===== src/tcfs_pkg.sv =====
// Shared constants, codes and types of the text column field selector.
package tcfs_pkg;

    localparam int DEF_RANGE_SLOTS       = 4;
    localparam int DEF_FIRST_FIELD_DEPTH = 63;
    localparam int DEF_POSITION_BITS     = 16;

    localparam int CFG_IDX_W    = 4;
    localparam int CFG_DATA_W   = 32;
    localparam int RANGE_HALF_W = 16;
    localparam int RANGE_CNT_W  = 3;

    localparam logic [7:0] NEWLINE_BYTE = 8'd10;
    localparam logic [7:0] TAB_BYTE     = 8'd9;

    // Configuration register indexes.
    typedef enum logic [CFG_IDX_W-1:0] {
        CFG_FIELD_MODE   = 4'd0,
        CFG_DELIMITER    = 4'd1,
        CFG_SUPPRESS     = 4'd2,
        CFG_RANGE_COUNT  = 4'd3,
        CFG_RANGE_WORD_0 = 4'd4,
        CFG_RANGE_WORD_1 = 4'd5,
        CFG_RANGE_WORD_2 = 4'd6,
        CFG_RANGE_WORD_3 = 4'd7
    } t_cfg_idx;

    typedef enum logic [2:0] {
        ST_IDLE,
        ST_SCAN,
        ST_PLAN,
        ST_DUMP_RD,
        ST_DUMP_WR,
        ST_TAIL
    } t_state;

    // What an accepted transaction asks of the sequencer.
    typedef enum logic [2:0] {
        K_EOS,
        K_NL,
        K_BYTE,
        K_STORE,
        K_FIRST_DELIM,
        K_FIELD_DELIM,
        K_FIELD_DATA
    } t_kind;

    typedef struct packed {
        logic                   field_mode;
        logic [7:0]             delimiter;
        logic                   suppress;
        logic [RANGE_CNT_W-1:0] range_count;
    } t_cfg;

    typedef struct packed {
        logic [7:0] out_byte;
        logic       last_of_run;
        logic       buffer_overflowed;
    } t_out_item;

endpackage


===== src/tcfs_ifs.sv =====
// Channel interfaces: input bytes, result bytes and configuration writes.
interface tcfs_in_if;
    logic       valid;
    logic       ready;
    logic [7:0] data_byte;
    logic       end_of_stream;
    modport source (output valid, data_byte, end_of_stream, input ready);
    modport sink   (input valid, data_byte, end_of_stream, output ready);
endinterface

interface tcfs_out_if;
    logic       valid;
    logic       ready;
    logic [7:0] out_byte;
    logic       last_of_run;
    logic       buffer_overflowed;
    modport source (output valid, out_byte, last_of_run, buffer_overflowed, input ready);
    modport sink   (input valid, out_byte, last_of_run, buffer_overflowed, output ready);
endinterface

interface tcfs_cfg_if;
    logic        valid;
    logic        ready;
    logic [3:0]  addr;
    logic [31:0] data;
    modport source (output valid, addr, data, input ready);
    modport sink   (input valid, addr, data, output ready);
endinterface


===== src/tcfs_range_unit.sv =====
// Shared range comparator: tests one position against one packed range word.
module tcfs_range_unit #(
    parameter int POSITION_BITS = tcfs_pkg::DEF_POSITION_BITS
) (
    input  logic [POSITION_BITS-1:0]          i_pos,
    input  logic [2*tcfs_pkg::RANGE_HALF_W-1:0] i_word,
    input  logic                              i_en,
    output logic                              o_hit
);
    import tcfs_pkg::*;

    logic [RANGE_HALF_W-1:0] w_lo;
    logic [RANGE_HALF_W-1:0] w_hi;
    logic [RANGE_HALF_W-1:0] w_pos;

    assign w_lo  = i_word[RANGE_HALF_W-1:0];
    assign w_hi  = i_word[2*RANGE_HALF_W-1:RANGE_HALF_W];
    assign w_pos = RANGE_HALF_W'(i_pos);

    // An upper bound of zero is open ended.
    assign o_hit = i_en && (w_pos >= w_lo) && ((w_hi == '0) || (w_pos <= w_hi));

endmodule


===== src/tcfs_ff_buf.sv =====
// First-field byte store: one write port, one registered read port.
module tcfs_ff_buf #(
    parameter int DEPTH = tcfs_pkg::DEF_FIRST_FIELD_DEPTH,
    localparam int AW   = (DEPTH > 1) ? $clog2(DEPTH) : 1
) (
    input  logic          i_clk,
    input  logic          i_wr_en,
    input  logic [AW-1:0] i_wr_addr,
    input  logic [7:0]    i_wr_data,
    input  logic [AW-1:0] i_rd_addr,
    output logic [7:0]    o_rd_data
);
    logic [7:0] r_mem [DEPTH];
    logic [7:0] r_rd_data;

    always_ff @(posedge i_clk) begin
        if (i_wr_en) begin
            r_mem[i_wr_addr] <= i_wr_data;
        end
    end

    always_ff @(posedge i_clk) begin
        r_rd_data <= r_mem[i_rd_addr];
    end

    assign o_rd_data = r_rd_data;

endmodule


===== src/tcfs_core.sv =====
// Sequencer, line state and output register of the column selector.
module tcfs_core #(
    parameter int RANGE_SLOTS       = tcfs_pkg::DEF_RANGE_SLOTS,
    parameter int FIRST_FIELD_DEPTH = tcfs_pkg::DEF_FIRST_FIELD_DEPTH,
    parameter int POSITION_BITS     = tcfs_pkg::DEF_POSITION_BITS
) (
    input  logic                                    i_clk,
    input  logic                                    i_rst_n,
    input  logic                                    i_in_valid,
    output logic                                    o_in_ready,
    input  logic [7:0]                              i_data_byte,
    input  logic                                    i_end_of_stream,
    input  tcfs_pkg::t_cfg                          i_cfg,
    input  logic [RANGE_SLOTS-1:0][2*tcfs_pkg::RANGE_HALF_W-1:0] i_range,
    output logic                                    o_out_valid,
    input  logic                                    i_out_ready,
    output tcfs_pkg::t_out_item                     o_out
);
    import tcfs_pkg::*;

    localparam int SW    = (RANGE_SLOTS > 1) ? $clog2(RANGE_SLOTS) : 1;
    localparam int AW    = (FIRST_FIELD_DEPTH > 1) ? $clog2(FIRST_FIELD_DEPTH) : 1;
    localparam int LEN_W = $clog2(FIRST_FIELD_DEPTH + 1);
    localparam logic [POSITION_BITS-1:0] POS_MAX = '1;
    localparam logic [RANGE_CNT_W-1:0] SLOT_LIMIT = RANGE_CNT_W'(RANGE_SLOTS);

    t_state                 r_state, n_state;
    t_kind                  r_kind, n_kind;
    logic [7:0]             r_byte, n_byte;
    logic                   r_line_end, n_line_end;
    logic                   r_second, n_second;
    logic [SW-1:0]          r_slot, n_slot;
    logic                   r_hit, n_hit;
    logic                   r_hit_a, n_hit_a;
    logic                   r_tail_valid, n_tail_valid;
    logic [7:0]             r_tail_byte, n_tail_byte;
    logic [AW-1:0]          r_idx, n_idx;
    logic [POSITION_BITS-1:0] r_pos, n_pos;
    logic                   r_ds, n_ds;
    logic                   r_fp, n_fp;
    logic [LEN_W-1:0]       r_len, n_len;
    logic                   r_ovf, n_ovf;
    logic                   r_out_valid, n_out_valid;
    t_out_item              r_out, n_out;

    t_kind                  w_kind;
    logic                   w_out_free;
    logic                   w_undelim_dump;
    logic                   w_nl_emit;
    logic                   w_len_nz;
    logic                   w_slot_last;
    logic                   w_unit_en;
    logic                   w_unit_hit;
    logic                   w_dump_last;
    logic                   w_plan_dump;
    logic                   w_plan_tail;
    logic [RANGE_CNT_W-1:0] w_cnt_eff;
    logic [POSITION_BITS-1:0] w_pos_inc;
    logic                   w_wr_en;
    logic [7:0]             w_rd_data;

    // Decode the incoming transaction.
    always_comb begin
        if (i_end_of_stream) begin
            w_kind = K_EOS;
        end else if (i_data_byte == NEWLINE_BYTE) begin
            w_kind = K_NL;
        end else if (!i_cfg.field_mode) begin
            w_kind = K_BYTE;
        end else if (!r_ds) begin
            w_kind = (i_data_byte == i_cfg.delimiter) ? K_FIRST_DELIM : K_STORE;
        end else begin
            w_kind = (i_data_byte == i_cfg.delimiter) ? K_FIELD_DELIM : K_FIELD_DATA;
        end
    end

    assign w_out_free     = !r_out_valid || i_out_ready;
    assign w_undelim_dump = i_cfg.field_mode && !r_ds && !i_cfg.suppress;
    assign w_nl_emit      = !i_cfg.field_mode || r_ds || !i_cfg.suppress;
    assign w_len_nz       = (r_len != '0);
    assign w_slot_last    = (r_slot == SW'(RANGE_SLOTS - 1));
    assign w_cnt_eff      = (i_cfg.range_count > SLOT_LIMIT) ? SLOT_LIMIT : i_cfg.range_count;
    assign w_unit_en      = (RANGE_CNT_W'(r_slot) < w_cnt_eff);
    assign w_pos_inc      = (r_pos == POS_MAX) ? r_pos : r_pos + 1'b1;
    assign w_dump_last    = (LEN_W'(r_idx) == r_len - LEN_W'(1));
    assign w_plan_dump    = (r_kind == K_FIRST_DELIM) && r_second && r_hit_a && w_len_nz;

    always_comb begin
        case (r_kind)
            K_FIRST_DELIM: w_plan_tail = r_hit_a && r_hit;
            K_FIELD_DELIM: w_plan_tail = r_hit && r_fp;
            K_BYTE:        w_plan_tail = r_hit;
            K_FIELD_DATA:  w_plan_tail = r_hit;
            default:       w_plan_tail = 1'b0;
        endcase
    end

    tcfs_range_unit #(
        .POSITION_BITS (POSITION_BITS)
    ) u_range_unit (
        .i_pos  (r_pos),
        .i_word (i_range[r_slot]),
        .i_en   (w_unit_en),
        .o_hit  (w_unit_hit)
    );

    assign w_wr_en = (r_state == ST_IDLE) && i_in_valid && (w_kind == K_STORE)
                     && (r_len < LEN_W'(FIRST_FIELD_DEPTH));

    tcfs_ff_buf #(
        .DEPTH (FIRST_FIELD_DEPTH)
    ) u_ff_buf (
        .i_clk     (i_clk),
        .i_wr_en   (w_wr_en),
        .i_wr_addr (r_len[AW-1:0]),
        .i_wr_data (i_data_byte),
        .i_rd_addr (r_idx),
        .o_rd_data (w_rd_data)
    );

    // Next state.
    always_comb begin
        n_state = r_state;
        case (r_state)
            ST_IDLE: begin
                if (i_in_valid) begin
                    case (w_kind)
                        K_EOS: begin
                            n_state = (w_undelim_dump && w_len_nz) ? ST_DUMP_RD : ST_IDLE;
                        end
                        K_NL: begin
                            if (!w_nl_emit) begin
                                n_state = ST_IDLE;
                            end else begin
                                n_state = (w_undelim_dump && w_len_nz) ? ST_DUMP_RD : ST_TAIL;
                            end
                        end
                        K_STORE: n_state = ST_IDLE;
                        default: n_state = ST_SCAN;
                    endcase
                end
            end
            ST_SCAN: begin
                if (w_slot_last) begin
                    n_state = ST_PLAN;
                end
            end
            ST_PLAN: begin
                if ((r_kind == K_FIRST_DELIM) && !r_second) begin
                    n_state = ST_SCAN;
                end else if (w_plan_dump) begin
                    n_state = ST_DUMP_RD;
                end else if (w_plan_tail) begin
                    n_state = ST_TAIL;
                end else begin
                    n_state = ST_IDLE;
                end
            end
            ST_DUMP_RD: n_state = ST_DUMP_WR;
            ST_DUMP_WR: begin
                if (w_out_free) begin
                    if (!w_dump_last) begin
                        n_state = ST_DUMP_RD;
                    end else begin
                        n_state = r_tail_valid ? ST_TAIL : ST_IDLE;
                    end
                end
            end
            ST_TAIL: begin
                if (w_out_free) begin
                    n_state = ST_IDLE;
                end
            end
            default: n_state = ST_IDLE;
        endcase
    end

    // Datapath and line state.
    always_comb begin
        logic      v_push;
        logic      v_line_reset;
        t_out_item v_item;

        v_push       = 1'b0;
        v_line_reset = 1'b0;
        v_item       = '0;

        n_kind       = r_kind;
        n_byte       = r_byte;
        n_line_end   = r_line_end;
        n_second     = r_second;
        n_slot       = r_slot;
        n_hit        = r_hit;
        n_hit_a      = r_hit_a;
        n_tail_valid = r_tail_valid;
        n_tail_byte  = r_tail_byte;
        n_idx        = r_idx;
        n_pos        = r_pos;
        n_ds         = r_ds;
        n_fp         = r_fp;
        n_len        = r_len;
        n_ovf        = r_ovf;

        case (r_state)
            ST_IDLE: begin
                if (i_in_valid) begin
                    n_kind       = w_kind;
                    n_byte       = i_data_byte;
                    n_slot       = '0;
                    n_hit        = 1'b0;
                    n_second     = 1'b0;
                    n_idx        = '0;
                    n_line_end   = 1'b0;
                    n_tail_valid = 1'b0;
                    case (w_kind)
                        K_EOS: begin
                            n_line_end = 1'b1;
                            if (!(w_undelim_dump && w_len_nz)) begin
                                v_line_reset = 1'b1;
                            end
                        end
                        K_NL: begin
                            n_line_end   = 1'b1;
                            n_tail_valid = 1'b1;
                            n_tail_byte  = NEWLINE_BYTE;
                            if (!w_nl_emit) begin
                                v_line_reset = 1'b1;
                            end
                        end
                        K_STORE: begin
                            if (r_len < LEN_W'(FIRST_FIELD_DEPTH)) begin
                                n_len = r_len + 1'b1;
                            end else begin
                                n_ovf = 1'b1;
                            end
                        end
                        K_FIELD_DELIM: n_pos = w_pos_inc;
                        K_FIRST_DELIM: n_ds  = 1'b1;
                        default: ;
                    endcase
                end
            end
            ST_SCAN: begin
                n_hit  = r_hit | w_unit_hit;
                n_slot = w_slot_last ? '0 : r_slot + 1'b1;
            end
            ST_PLAN: begin
                case (r_kind)
                    K_FIRST_DELIM: begin
                        if (!r_second) begin
                            // Field one decided; advance and test field two.
                            n_hit_a  = r_hit;
                            n_pos    = w_pos_inc;
                            n_second = 1'b1;
                            n_slot   = '0;
                            n_hit    = 1'b0;
                        end else begin
                            n_tail_valid = w_plan_tail;
                            n_tail_byte  = i_cfg.delimiter;
                            n_fp         = r_hit_a || r_hit;
                        end
                    end
                    K_FIELD_DELIM: begin
                        n_tail_valid = w_plan_tail;
                        n_tail_byte  = i_cfg.delimiter;
                        n_fp         = r_fp || r_hit;
                    end
                    K_BYTE: begin
                        n_tail_valid = w_plan_tail;
                        n_tail_byte  = r_byte;
                        n_pos        = w_pos_inc;
                    end
                    K_FIELD_DATA: begin
                        n_tail_valid = w_plan_tail;
                        n_tail_byte  = r_byte;
                    end
                    default: ;
                endcase
            end
            ST_DUMP_WR: begin
                if (w_out_free) begin
                    v_push                   = 1'b1;
                    v_item.out_byte          = w_rd_data;
                    v_item.last_of_run       = w_dump_last && !r_tail_valid;
                    v_item.buffer_overflowed = r_ovf;
                    if (!w_dump_last) begin
                        n_idx = r_idx + 1'b1;
                    end else if (!r_tail_valid && r_line_end) begin
                        v_line_reset = 1'b1;
                    end
                end
            end
            ST_TAIL: begin
                if (w_out_free) begin
                    v_push                   = 1'b1;
                    v_item.out_byte          = r_tail_byte;
                    v_item.last_of_run       = 1'b1;
                    v_item.buffer_overflowed = r_ovf;
                    if (r_line_end) begin
                        v_line_reset = 1'b1;
                    end
                end
            end
            default: ;
        endcase

        if (v_line_reset) begin
            n_pos = POSITION_BITS'(1);
            n_ds  = 1'b0;
            n_fp  = 1'b0;
            n_len = '0;
            n_ovf = 1'b0;
        end

        n_out = r_out;
        if (v_push) begin
            n_out_valid = 1'b1;
            n_out       = v_item;
        end else if (i_out_ready) begin
            n_out_valid = 1'b0;
        end else begin
            n_out_valid = r_out_valid;
        end
    end

    always_ff @(posedge i_clk) begin
        if (!i_rst_n) begin
            r_state     <= ST_IDLE;
            r_pos       <= POSITION_BITS'(1);
            r_ds        <= 1'b0;
            r_fp        <= 1'b0;
            r_len       <= '0;
            r_ovf       <= 1'b0;
            r_out_valid <= 1'b0;
        end else begin
            r_state     <= n_state;
            r_pos       <= n_pos;
            r_ds        <= n_ds;
            r_fp        <= n_fp;
            r_len       <= n_len;
            r_ovf       <= n_ovf;
            r_out_valid <= n_out_valid;
        end
    end

    always_ff @(posedge i_clk) begin
        r_kind       <= n_kind;
        r_byte       <= n_byte;
        r_line_end   <= n_line_end;
        r_second     <= n_second;
        r_slot       <= n_slot;
        r_hit        <= n_hit;
        r_hit_a      <= n_hit_a;
        r_tail_valid <= n_tail_valid;
        r_tail_byte  <= n_tail_byte;
        r_idx        <= n_idx;
        r_out        <= n_out;
    end

    assign o_in_ready  = (r_state == ST_IDLE);
    assign o_out_valid = r_out_valid;
    assign o_out       = r_out;

endmodule


===== src/text_column_field_selector_top.sv =====
// Top level of the text column field selector: configuration registers and channels.
//
// Column selector in the manner of cut: bytes arrive one per transaction, a newline
// ends the line, and the block passes on either the selected byte positions (byte
// mode) or the selected delimiter-separated fields joined by the delimiter (field
// mode), using up to RANGE_SLOTS inclusive ranges where an upper bound of zero runs to
// the end of the line. In field mode the first field waits in a FIRST_FIELD_DEPTH byte
// store until a delimiter shows up; a line without one is passed through whole, or
// dropped when suppression is set, and bytes beyond the store are dropped with
// buffer_overflowed raised for the rest of that line. Every range test goes through
// one shared comparator that sweeps the range registers one per cycle. The input takes
// a new transaction only while idle: right after a first-field byte that is only
// stored, after a sweep, a plan step and any result for a tested byte, after two sweeps
// and the plan steps and any results for the first delimiter, and after a store read
// and a result per stored byte while the first-field store is drained. Results leave
// through an output register, so the next transaction is taken while the last result
// still waits. last_of_run marks the final result of each input transaction.
// Configuration writes are accepted every cycle and must only happen while idle.
module text_column_field_selector_top #(
    parameter int RANGE_SLOTS       = tcfs_pkg::DEF_RANGE_SLOTS,
    parameter int FIRST_FIELD_DEPTH = tcfs_pkg::DEF_FIRST_FIELD_DEPTH,
    parameter int POSITION_BITS     = tcfs_pkg::DEF_POSITION_BITS
) (
    input  logic              i_clk,
    input  logic              i_rst_n,
    tcfs_in_if.sink           i_in_ch,
    tcfs_out_if.source        o_out_ch,
    tcfs_cfg_if.sink          i_cfg_ch
);
    import tcfs_pkg::*;

    // Configuration registers.
    logic                   r_field_mode;
    logic [7:0]             r_delimiter;
    logic                   r_suppress;
    logic [RANGE_CNT_W-1:0] r_range_count;
    logic [RANGE_SLOTS-1:0][2*RANGE_HALF_W-1:0] r_range;

    logic      w_cfg_we;
    t_cfg      w_cfg;
    t_out_item w_out;

    // Writes are always taken; slots past RANGE_SLOTS are never used, so drop them.
    assign i_cfg_ch.ready = 1'b1;
    assign w_cfg_we       = i_cfg_ch.valid;

    always_ff @(posedge i_clk) begin
        if (!i_rst_n) begin
            r_field_mode  <= 1'b0;
            r_delimiter   <= TAB_BYTE;
            r_suppress    <= 1'b0;
            r_range_count <= '0;
            r_range       <= '0;
        end else if (w_cfg_we) begin
            case (i_cfg_ch.addr)
                CFG_FIELD_MODE:  r_field_mode  <= i_cfg_ch.data[0];
                CFG_DELIMITER:   r_delimiter   <= i_cfg_ch.data[7:0];
                CFG_SUPPRESS:    r_suppress    <= i_cfg_ch.data[0];
                CFG_RANGE_COUNT: r_range_count <= i_cfg_ch.data[RANGE_CNT_W-1:0];
                default: begin
                    for (int j = 0; j < RANGE_SLOTS; j++) begin
                        if (i_cfg_ch.addr == CFG_IDX_W'(CFG_RANGE_WORD_0) + CFG_IDX_W'(j)) begin
                            r_range[j] <= i_cfg_ch.data;
                        end
                    end
                end
            endcase
        end
    end

    assign w_cfg.field_mode  = r_field_mode;
    assign w_cfg.delimiter   = r_delimiter;
    assign w_cfg.suppress    = r_suppress;
    assign w_cfg.range_count = r_range_count;

    // Sequencer with the shared range comparator and the first-field store.
    tcfs_core #(
        .RANGE_SLOTS       (RANGE_SLOTS),
        .FIRST_FIELD_DEPTH (FIRST_FIELD_DEPTH),
        .POSITION_BITS     (POSITION_BITS)
    ) u_core (
        .i_clk           (i_clk),
        .i_rst_n         (i_rst_n),
        .i_in_valid      (i_in_ch.valid),
        .o_in_ready      (i_in_ch.ready),
        .i_data_byte     (i_in_ch.data_byte),
        .i_end_of_stream (i_in_ch.end_of_stream),
        .i_cfg           (w_cfg),
        .i_range         (r_range),
        .o_out_valid     (o_out_ch.valid),
        .i_out_ready     (o_out_ch.ready),
        .o_out           (w_out)
    );

    assign o_out_ch.out_byte          = w_out.out_byte;
    assign o_out_ch.last_of_run       = w_out.last_of_run;
    assign o_out_ch.buffer_overflowed = w_out.buffer_overflowed;

endmodule


===== src/flat_wrapper.sv =====
// flat-port wrapper written by rule: the top's interface ports become plain ports
module text_column_field_selector_top_flat import tcfs_pkg::*;
#(
    parameter int RANGE_SLOTS       = tcfs_pkg::DEF_RANGE_SLOTS,
    parameter int FIRST_FIELD_DEPTH = tcfs_pkg::DEF_FIRST_FIELD_DEPTH,
    parameter int POSITION_BITS     = tcfs_pkg::DEF_POSITION_BITS
)
  (i_clk, i_rst_n, i_in_ch_valid, i_in_ch_data_byte, i_in_ch_end_of_stream, i_in_ch_ready, o_out_ch_valid, o_out_ch_out_byte, o_out_ch_last_of_run, o_out_ch_buffer_overflowed, o_out_ch_ready, i_cfg_ch_valid, i_cfg_ch_addr, i_cfg_ch_data, i_cfg_ch_ready);
  tcfs_in_if i_in_ch_i ();
  tcfs_out_if o_out_ch_i ();
  tcfs_cfg_if i_cfg_ch_i ();
  input  logic i_clk;
  input  logic i_rst_n;
  input wire logic [$bits(i_in_ch_i.valid)-1:0] i_in_ch_valid;
  input wire logic [$bits(i_in_ch_i.data_byte)-1:0] i_in_ch_data_byte;
  input wire logic [$bits(i_in_ch_i.end_of_stream)-1:0] i_in_ch_end_of_stream;
  output wire logic [$bits(i_in_ch_i.ready)-1:0] i_in_ch_ready;
  output wire logic [$bits(o_out_ch_i.valid)-1:0] o_out_ch_valid;
  output wire logic [$bits(o_out_ch_i.out_byte)-1:0] o_out_ch_out_byte;
  output wire logic [$bits(o_out_ch_i.last_of_run)-1:0] o_out_ch_last_of_run;
  output wire logic [$bits(o_out_ch_i.buffer_overflowed)-1:0] o_out_ch_buffer_overflowed;
  input wire logic [$bits(o_out_ch_i.ready)-1:0] o_out_ch_ready;
  input wire logic [$bits(i_cfg_ch_i.valid)-1:0] i_cfg_ch_valid;
  input wire logic [$bits(i_cfg_ch_i.addr)-1:0] i_cfg_ch_addr;
  input wire logic [$bits(i_cfg_ch_i.data)-1:0] i_cfg_ch_data;
  output wire logic [$bits(i_cfg_ch_i.ready)-1:0] i_cfg_ch_ready;
  assign i_in_ch_i.valid = i_in_ch_valid;
  assign i_in_ch_i.data_byte = i_in_ch_data_byte;
  assign i_in_ch_i.end_of_stream = i_in_ch_end_of_stream;
  assign i_in_ch_ready = i_in_ch_i.ready;
  assign o_out_ch_valid = o_out_ch_i.valid;
  assign o_out_ch_out_byte = o_out_ch_i.out_byte;
  assign o_out_ch_last_of_run = o_out_ch_i.last_of_run;
  assign o_out_ch_buffer_overflowed = o_out_ch_i.buffer_overflowed;
  assign o_out_ch_i.ready = o_out_ch_ready;
  assign i_cfg_ch_i.valid = i_cfg_ch_valid;
  assign i_cfg_ch_i.addr = i_cfg_ch_addr;
  assign i_cfg_ch_i.data = i_cfg_ch_data;
  assign i_cfg_ch_ready = i_cfg_ch_i.ready;
  text_column_field_selector_top #(.RANGE_SLOTS(RANGE_SLOTS), .FIRST_FIELD_DEPTH(FIRST_FIELD_DEPTH), .POSITION_BITS(POSITION_BITS)) u_core (.i_clk(i_clk), .i_rst_n(i_rst_n), .i_in_ch(i_in_ch_i), .o_out_ch(o_out_ch_i), .i_cfg_ch(i_cfg_ch_i));
endmodule

===== config.mk =====
export PLATFORM = sky130hd
export DESIGN_NAME = text_column_field_selector_top_flat
export DESIGN_NICKNAME = d
export VERILOG_FILES = /design/src/tcfs_pkg.sv /design/src/tcfs_ifs.sv /design/src/tcfs_range_unit.sv /design/src/tcfs_ff_buf.sv /design/src/tcfs_core.sv /design/src/text_column_field_selector_top.sv /design/src/flat_wrapper.sv
export SDC_FILE = /design/constraint.sdc
export NUM_CORES = 1
export LEC_CHECK = 0
export BUFFER_PORTS_ARGS = -buffer_cell sky130_fd_sc_hd__clkbuf_2
export CORE_ASPECT_RATIO = 0.75
export CORE_UTILIZATION = 50
export CTS_CLUSTER_DIAMETER = 30
export DETAILED_ROUTE_END_ITERATION = 10
export PLACE_DENSITY_LB_ADDON = 0.1
export SYNTH_ARGS = -nofsm -noshare
export SYNTH_HDL_FRONTEND = slang
export SYNTH_SLANG_ARGS = --single-unit

===== constraint.sdc =====
create_clock -name i_clk -period 3.2 [get_ports i_clk]
set_input_delay 0.32 -clock i_clk [delete_from_list [all_inputs] [get_ports i_clk]]
set_output_delay 0.32 -clock i_clk [all_outputs]
set_load 0.02 [all_outputs]

==> flow_summary.ini <==
[yosys]
async_flop_share_pct = 0
synth_cell_type_count = 71
ys_seq_area_share_pct = 66.4
synth_edf_count = 546
yosysTopAreaCell = edfxtp_1
ys_seq_elements = 724
ys.flop_type = edfxtp_1
synth_cells = 2037
syn-num-nets = 2127
syn_area_per_cell_sq_um = 14.8
yosysTopAreaCellShare_pct = 54.5
synthMostInstantiatedCell = edfxtp_1
yosysWarnings = 0
synthTopCellsByCount = edfxtp_1, nand2_1, a21oi_1, dfxtp_1, mux4_2
synth_area_sq_um = 30100
synthTopCellsByArea = edfxtp_1, mux4_2, dfxtp_1

[setup_path]
path_max_fanout = 8
worst_path_max_delay_cell = or4_1
critical_path.endpoint_type = register
timing.critical_path.arrival_ns = 3.44
critPathBufInv = 3
crit_chain = xnor2_2 -> nand4_1 -> nor2_2 -> inv_1 -> ha_1 -> nand2b_1 -> or3_4 -> or4_1 -> buf_4 -> nor2_1 -> buf_4
cp-start-kind = register
crit_family = simple AND/OR/NAND/NOR gates
critPathRequiredTime_ns = 3.57
path_class = register to register
cpPeakStageDelay_ns = 0.51
cp_common_cell = buf_4

[clock_tree]
cts_max_level = 3
tritoncts = built
cts_root_buf = clkbuf_16
cts_buffers = 120
clk_pin_slew_ns = 0.05
clock-sinks = 724
clock_latency_ns = 0.68
clockBufferDepth = 3

[placed_design]
place_area_sq_um = 32200
numPortBuffers = 61
place.gp.congestion = 0.877
hpwl_um = 52800

[power_and_ir_drop]
p_sw_share_pct = 23.6
clkPwrFrac_pct = 53.5
fin_total_pwr_mw = 24.8
powerDensity_nw_per_um2 = 674
switchingPower_mw = 5.86
seqPwrFrac_pct = 41.2
ir_worst_vdd_mv = 0.461
leakagePower_nw = 12.6
intPower_mw = 18.9
combPwrFrac_pct = 5.3

[drt]
dr.first_iter.drc_count = 2506
first_pass_iters = 8
via_per_inst = 6.04
routed_wl_um = 82800
dr_total_vias = 19296
post_drt_wl_per_cell_um = 25.9
drc = 0
ant_nets = 0

[floorplan]
num_rows = 77
die_y_um = 214
initial_core_util_pct = 50.8
core_area_sq_um = 59200
ios = 63
die_area_sq_um = 61100
die_w_um = 285

[sta]
period_share_pct = 95.9
hold_viol_final = 0
finalCriticalPeriod_ns = 3.07
finalSetupViolations = 0
worstMarginPinSlew_ns = 0.942
max_freq_mhz = 326
final.setup.tns_ns = 0
fin_hold_ws_ns = 0.0564
slew_violations = 0
maxSlewHeadroom_pct = 37.2
skew_ns = 0.0403

[run_status]
status = finished, final reports clean

[final_layout]
area_growth_pct = 22.4
fin_area_sq_um = 36800
fin_nets = 2387
drive_gt1_share_pct = 27.8
fin_util_pct = 62.2

[global_route]
grt_pass1_wl_um = 124000
grt_pass1_vias = 18287
grt_max_degree = 86
antenna_found_initial = 2
overflow = 0
globalRouteTotalUtil_pct = 27.6

[hold_path]
min-delay-path-class = input port to register

[run]
maxCapViolations = 0
worst paths after layout:
path	start	to	slack (ns)	cells after the start
hold reg to reg	u_core.r_range[84]	u_core.r_range[84]	0.45	2
setup reg to reg	u_core.r_delimiter[3]	u_core.u_core.u_ff_buf.r_mem[3][7]	0.13	11
setup / recovery	u_core.r_delimiter[3]	u_core.u_core.u_ff_buf.r_mem[3][7]	0.13	11
hold / removal	i_cfg_ch_data[4]	u_core.r_range[4]	0.06	3
tightest hold or removal path, cell delays in order:
cell,delay (ns)
clkbuf_2,0.21
nand2_1,0.10
a21oi_1,0.05
power groups by stage:
stage | logic (mW) | registers [mW] | clock network [mW]
detailed placement | 1.28 | 10.4 | 0
floorplan | 0.749 | 10.4 | 0
finish | 1.32 | 10.2 | 13.3
global placement | 1.27 | 10.4 | 0
global route | 1.41 | 10.2 | 13.8
CTS | 1.32 | 10.2 | 13.4
cells by family after synthesis:
group | synth area share, %
and+or+nand+nor | 8.58
muxes | 14.3
DFF | 66.4
buffers and inverters | 2.56
AOI/OAI and AO/OA | 5.85
adders and majority gates | 1.66
other | 0.0125
xor gates and xnor gates | 0.641
per-layer routing:
layer  vias up  track usage [%]  wire (um)
met5         -                0         11
met4         2             5.92       1300
met3       111             7.69       9840
met2      1147             34.5      32600
met1      9698             46.7      39100
li1       8338                -          -
stage by stage:
step / setup WS, ns / cells
3_5_place_dp: -0.139 / 2940
5_1_grt: -0.00595 / 3195
4_1_cts: 0.0153 / 3194
6_report: 0.132 / 3195
2_1_floorplan: 0.0259 / 2037
3_3_place_gp: -0.167 / 2940
cell usage in the layout (no fill, tap or decap), types with 33 or more instances in the layout:
master     count
dfxtp_1      176
edfxtp_1     546
o21ai_0       33
inv_1         46
ha_1          40
nor2_1       108
clkbuf_16    121
buf_4        163
clkbuf_2      61
nand2_1      313
a21oi_1      183
mux4_2       177
inv_6         34
layout make-up:
type / instances / area, sq um
sequential: 724 / 20000
timing repair buffer: 261 / 2010
fill: 4333 / 22400
clock inverter: 104 / 1180
clock buffer: 125 / 3040
antenna: 1 / 2.50
tap: 790 / 988
inverter: 49 / 186
multi-input combinational: 1141 / 9440
registers in the layout, indices dropped and copies added, names as in the netlist, 2 cells and up:
name and cells:
u_core.u_core.u_ff_buf.r_mem 504, u_core.r_range 128, u_core.u_core.r_pos 16, u_core.u_core.o_out 10
u_core.r_delimiter 8, u_core.u_core.r_byte 8, u_core.u_core.r_tail_byte 8, u_core.u_core.u_ff_buf.o_rd_data 8
u_core.u_core.r_idx 6, u_core.u_core.r_len 6, u_core.r_range_count 3, u_core.u_core.r_kind 3
u_core.u_core.r_state 3, u_core.u_core.r_slot 2
what timing repair did:
item                       CTS  global route
setup endpoints to repair    0           415
gates resized for setup      0            18
buffers inserted             0             0
hold endpoints to repair    99             0
hold buffers                25             0
Note: power is estimated with default switching activity, not from simulation.
